===== src/design/mc3q_pkg.sv =====
// Package for the 3D Morton code quantizer: sizes, codes, beat types and bit functions.
`default_nettype none
package mc3q_pkg;

    localparam int AXIS_BITS = 10;
    localparam int CODE_BITS = 3 * AXIS_BITS;
    localparam int LEVEL_W   = 4;
    localparam int COORD_W   = 32;
    localparam int OCT_W     = 3;
    localparam int CFG_IDX_W = 3;
    localparam int PROD_W    = 2 * COORD_W;

    localparam logic [AXIS_BITS-1:0] CELL_MAX = {AXIS_BITS{1'b1}};

    typedef enum logic [1:0] {
        ACT_ENCODE  = 2'd0,
        ACT_DECODE  = 2'd1,
        ACT_EXTRACT = 2'd2,
        ACT_PLACE   = 2'd3
    } action_t;

    typedef enum logic [CFG_IDX_W-1:0] {
        REG_MIN_X   = 3'd0,
        REG_MIN_Y   = 3'd1,
        REG_MIN_Z   = 3'd2,
        REG_SCALE_X = 3'd3,
        REG_SCALE_Y = 3'd4,
        REG_SCALE_Z = 3'd5
    } cfg_reg_t;

    typedef struct packed {
        logic [1:0]               action;
        logic signed [COORD_W-1:0] point_x;
        logic signed [COORD_W-1:0] point_y;
        logic signed [COORD_W-1:0] point_z;
        logic [CODE_BITS-1:0]     code_in;
        logic [LEVEL_W-1:0]       level;
    } in_beat_t;

    typedef struct packed {
        logic [CODE_BITS-1:0] code_out;
        logic [AXIS_BITS-1:0] cell_x;
        logic [AXIS_BITS-1:0] cell_y;
        logic [AXIS_BITS-1:0] cell_z;
        logic [OCT_W-1:0]     octant;
    } out_beat_t;

    typedef struct packed {
        logic s1;
        logic s2;
    } stage_en_t;

    function automatic logic [CODE_BITS-1:0] spread(input logic [AXIS_BITS-1:0] c);
        logic [CODE_BITS-1:0] r;
        r = '0;
        for (int i = 0; i < AXIS_BITS; i++)
        begin
            r[3*i] = c[i];
        end
        return r;
    endfunction

    function automatic logic [AXIS_BITS-1:0] compact(input logic [CODE_BITS-1:0] code,
                                                      input int axis);
        logic [AXIS_BITS-1:0] r;
        for (int i = 0; i < AXIS_BITS; i++)
        begin
            r[i] = code[3*i + axis];
        end
        return r;
    endfunction

endpackage
`default_nettype wire


===== src/design/mc3q_axis.sv =====
// One axis of the quantizer: offset stage, multiply stage and saturation.
`default_nettype none
module mc3q_axis (
    input  wire                                clk,
    input  wire mc3q_pkg::stage_en_t           en,
    input  wire signed [mc3q_pkg::COORD_W-1:0] point,
    input  wire signed [mc3q_pkg::COORD_W-1:0] box_min,
    input  wire        [mc3q_pkg::COORD_W-1:0] scale,
    output logic       [mc3q_pkg::AXIS_BITS-1:0] cell_idx
);

    logic signed [mc3q_pkg::COORD_W:0]   diff;
    logic        [mc3q_pkg::COORD_W-1:0] offset_reg;
    logic        [mc3q_pkg::COORD_W-1:0] offset_next;
    logic        [mc3q_pkg::PROD_W-1:0]  prod_reg;
    logic        [mc3q_pkg::PROD_W-1:0]  prod_next;

    // offset of a point at or below the minimum is forced to zero
    always_comb
    begin
        diff = {point[mc3q_pkg::COORD_W-1], point} - {box_min[mc3q_pkg::COORD_W-1], box_min};
        offset_next = diff[mc3q_pkg::COORD_W] ? '0 : diff[mc3q_pkg::COORD_W-1:0];
        prod_next = mc3q_pkg::PROD_W'(offset_reg) * mc3q_pkg::PROD_W'(scale);
    end

    always_ff @(posedge clk)
    begin
        if (en.s1)
        begin
            offset_reg <= offset_next;
        end
        if (en.s2)
        begin
            prod_reg <= prod_next;
        end
    end

    // integer part of the Q32.32 product, saturated
    always_comb
    begin
        if (|prod_reg[mc3q_pkg::PROD_W-1:mc3q_pkg::COORD_W+mc3q_pkg::AXIS_BITS])
        begin
            cell_idx = mc3q_pkg::CELL_MAX;
        end
        else
        begin
            cell_idx = prod_reg[mc3q_pkg::COORD_W +: mc3q_pkg::AXIS_BITS];
        end
    end

endmodule
`default_nettype wire


===== config.mk =====
export PLATFORM = sky130hd
export DESIGN_NAME = mc3q_axis
export DESIGN_NICKNAME = d
export VERILOG_FILES = /design/src/design/mc3q_pkg.sv /design/src/design/mc3q_axis.sv
export SDC_FILE = /design/constraint.sdc
export NUM_CORES = 2
export LEC_CHECK = 0
export BUFFER_PORTS_ARGS = -buffer_cell sky130_fd_sc_hd__buf_2
export CAP_MARGIN = 20
export CORE_MARGIN = 2
export CORE_UTILIZATION = 35
export DETAILED_ROUTE_END_ITERATION = 12
export PLACE_DENSITY_LB_ADDON = 0.2
export SYNTH_ARGS = -nofsm -noshare
export SYNTH_HDL_FRONTEND = slang
export SYNTH_SLANG_ARGS = --single-unit

===== constraint.sdc =====
create_clock -name clk -period 10 [get_ports clk]
set_input_delay 2 -clock clk [delete_from_list [all_inputs] [get_ports clk]]
set_output_delay 2 -clock clk [all_outputs]
set_load 0.05 [all_outputs]

==> results.json <==
{
  "fin_nets": 5264,
  "cts_sinks": 64,
  "cts_buffers": 9,
  "yosys_warnings": 0,
  "drt_wl_total_mm": 99.8,
  "grt_max_degree": 33,
  "synth-edff-count": 64,
  "synth_cell_types": 73,
  "core_um2": 104000,
  "end_kind": "flip-flop",
  "fin_crit_ns": 9.39,
  "gr-total-overflow": 0,
  "antenna_found_initial": 4,
  "hp-class": "reg2reg",
  "die_h_um": 328,
  "fillers": 10800,
  "drtPass1Iterations": 5,
  "relSlewSlack_pct": 23.7,
  "groute.usage.overall_pct": 19.6,
  "worst_slew_pin_slew_ns": 1.14,
  "synth_top_area_share_pct": 48.7,
  "cts_root_buf": "clkbuf_16",
  "syn_area_per_cell_um2": 9.22,
  "drt_iter0_drc": 1126,
  "cap_violations": 0,
  "async_flop_share_pct": 0,
  "regArea_um2": 1920,
  "drc": 0,
  "status": "completed",
  "finalClockSkew_ns": 0.00589,
  "ios": 109,
  "grt_pass1_vias": 29000,
  "cts_hold_buf": 0,
  "slowest_stage": "fa_1",
  "hold_viol_final": 0,
  "clk_latency_ns": 0.36,
  "path_cells": "buf_2, buf_4, and2_1, fa_1, inv_1, fa_1, fa_1, fa_1, inv_1, fa_1, fa_1, fa_1, fa_1, ha_1, a21oi_1, o31ai_1, a21oi_1, o21ai_0, o21ai_1, buf_4, o41ai_2, a221oi_2, o41ai_2, xor2_1",
  "worstSetupPathType": "in2reg",
  "critPathMaxFanout": 24,
  "initial_core_util_pct": 35.4,
  "cts_tree": "yes",
  "grt_pass1_wl_mm": 164,
  "synth_nets": 5279,
  "syn_area_um2": 36800,
  "vias": 26000,
  "multiInputGateArea_um2": 30600,
  "dieArea_um2": 108000,
  "rsz0062_at_grt": "no",
  "cp-start-kind": "primary input",
  "fin_tns_setup_ns": 0,
  "cts_resized": 0,
  "yosysSeqAreaShare_pct": 5.22,
  "die_w_um": 328,
  "wire_per_inst_um": 18.6,
  "fmax_mhz": 106,
  "synth_area_leaders": "fa_1 (49%), and2_1 (10%), ha_1 (9.9%), inv_1 (9.4%), edfxtp_1 (5.2%)",
  "rows": 118,
  "synth_cells": 3992,
  "via_per_inst": 4.84,
  "post-route-period-util_pct": 93.9,
  "worstPathArrival_ns": 9.49,
  "ys_ff_latch": 64,
  "timing.critical_path.slowest_cell_delay_ns": 0.60,
  "routabilityCongestion": 0.842,
  "cts.path.max_buffers": 2,
  "drtAntennaViolNets": 0,
  "hpwl_mm": 85.8,
  "cp_common_cell": "fa_1",
  "h-tree-depth": 3,
  "synth_flop_cell": "edfxtp_1",
  "critPathRequiredTime_ns": 10.09,
  "cts_setup_buffers": 0,
  "setup_viol": 0,
  "synth_area_leader_cell": "fa_1",
  "drive_gt1_share_pct": 5.68,
  "area_delta_synth_final_pct": 6.30,
  "drv_slew": 0,
  "clkSlewWorstSetupHoldPaths_ns": 0.05,
  "io_buffers": 108
}
path summary, 6_finish.rpt:
| check | from | end | slack [ns] | cells past startpoint |
|---|---|---|---|---|
| setup reg to reg | offset_reg[25] | prod_reg[62] | 1.46 | 25 |
| hold reg to reg | offset_reg[31] | prod_reg[63] | 1.60 | 6 |
| hold / removal | offset_reg[31] | prod_reg[63] | 1.60 | 6 |
| setup / recovery | scale[13] | prod_reg[62] | 0.61 | 24 |
cell families (layout without fill, tap and decap cells):
| group | after synthesis | in the layout | synth area share, % |
|---|---|---|---|
| DFF | 64 | 64 | 5.22 |
| muxes | 2 | 2 | 0.0578 |
| adders and majority gates | 1188 | 1188 | 58.7 |
| AOI/OAI and AO/OA | 274 | 274 | 4.97 |
| and+or+nand+nor | 1271 | 1271 | 18.0 |
| buffers and inverters | 1134 | 1123 | 11.6 |
| xor gates and xnor gates | 59 | 59 | 1.40 |
| other | 0 | 1 | 0 |
cells in the mapped netlist (3+ instances only):
master and instances:
nor2_1 76, clkbuf_1 205, nor4_1 10, o211ai_1 3
o21ai_0 55, xor2_1 22, a211oi_2 4, inv_1 926
and2_1 616, o21a_1 5, a221o_1 3, o21bai_1 9
and3_1 8, buf_6 3, nand2b_1 15, o31ai_1 6
nand3_1 14, nor3_1 15, ha_1 292, a221oi_1 3
nand2_1 460, a21oi_1 88, xnor2_1 37, a2111oi_0 3
a211oi_1 10, or2_2 3, or3_1 3, a31oi_1 13
nor2b_1 12, a21o_1 35, fa_1 896, edfxtp_1 64
nand4_1 25
cell type report:
class,count,area share [%]
antenna,1,0.00640
inverter,926,8.89
tap,1380,4.41
sequential,64,4.91
multi-input combinational,2794,78.2
clock inverter,5,0.125
timing repair buffer,182,2.83
clock buffer,10,0.585
critical path: cells and delay by family:
family / cells / cell delay (ns)
fa+ha+maj: 9 / 4.17
compound gates: 8 / 1.89
buf+inv: 5 / 1.13
simple gates: 1 / 0.15
xor+xnor: 1 / 0.10
metrics by stage:
| step | instances | hold WS (ns) | instance area [um^2] | setup slack, ns | util (%) |
|---|---|---|---|---|---|
| floorplan | 3992 | 1.09 | 36800 | 1.29 | - |
| global placement | 5346 | 1.56 | 38800 | 0.308 | 37.4 |
| detailed placement | 5346 | 1.59 | 38800 | 0.260 | 37.4 |
| CTS | 5361 | 1.59 | 39100 | 0.629 | 37.6 |
| global route | 5361 | 1.73 | 39100 | 0.145 | 37.6 |
| finish | 5362 | 1.60 | 39100 | 0.608 | 37.6 |
layer usage:
metal | vias to the layer above | global-route usage [%] | part of all wire (%)
li1 | 11700 | - | -
met1 | 13600 | 25.0 | 42
met2 | 459 | 35.1 | 52
met3 | 152 | 1.50 | 3.0
met4 | 4 | 6.52 | 3.5
met5 | - | 0 | 0.018
cells in the final DEF (no fill, tap or decap), drive strengths merged, types with 3 or more instances in the layout:
master	n
a221o	3
o21a	5
o21ai	58
o21bai	9
nor3	16
ha	292
a2111oi	5
or2	3
or3	3
edfxtp	64
nand3	14
nor4	11
inv	926
nand2	460
buf	182
nand2b	15
nand4	26
o211ai	4
a211oi	14
and2	616
a21oi	89
xor2	22
fa	896
clkinv	4
nor2	76
a221oi	4
nor2b	13
clkbuf	10
a31oi	15
xnor2	37
o31ai	8
and3	8
a21o	36
Power is left out: the tool's default activity adds up to more than one toggle a clock period on the data nets, which glitch-free logic cannot reach.
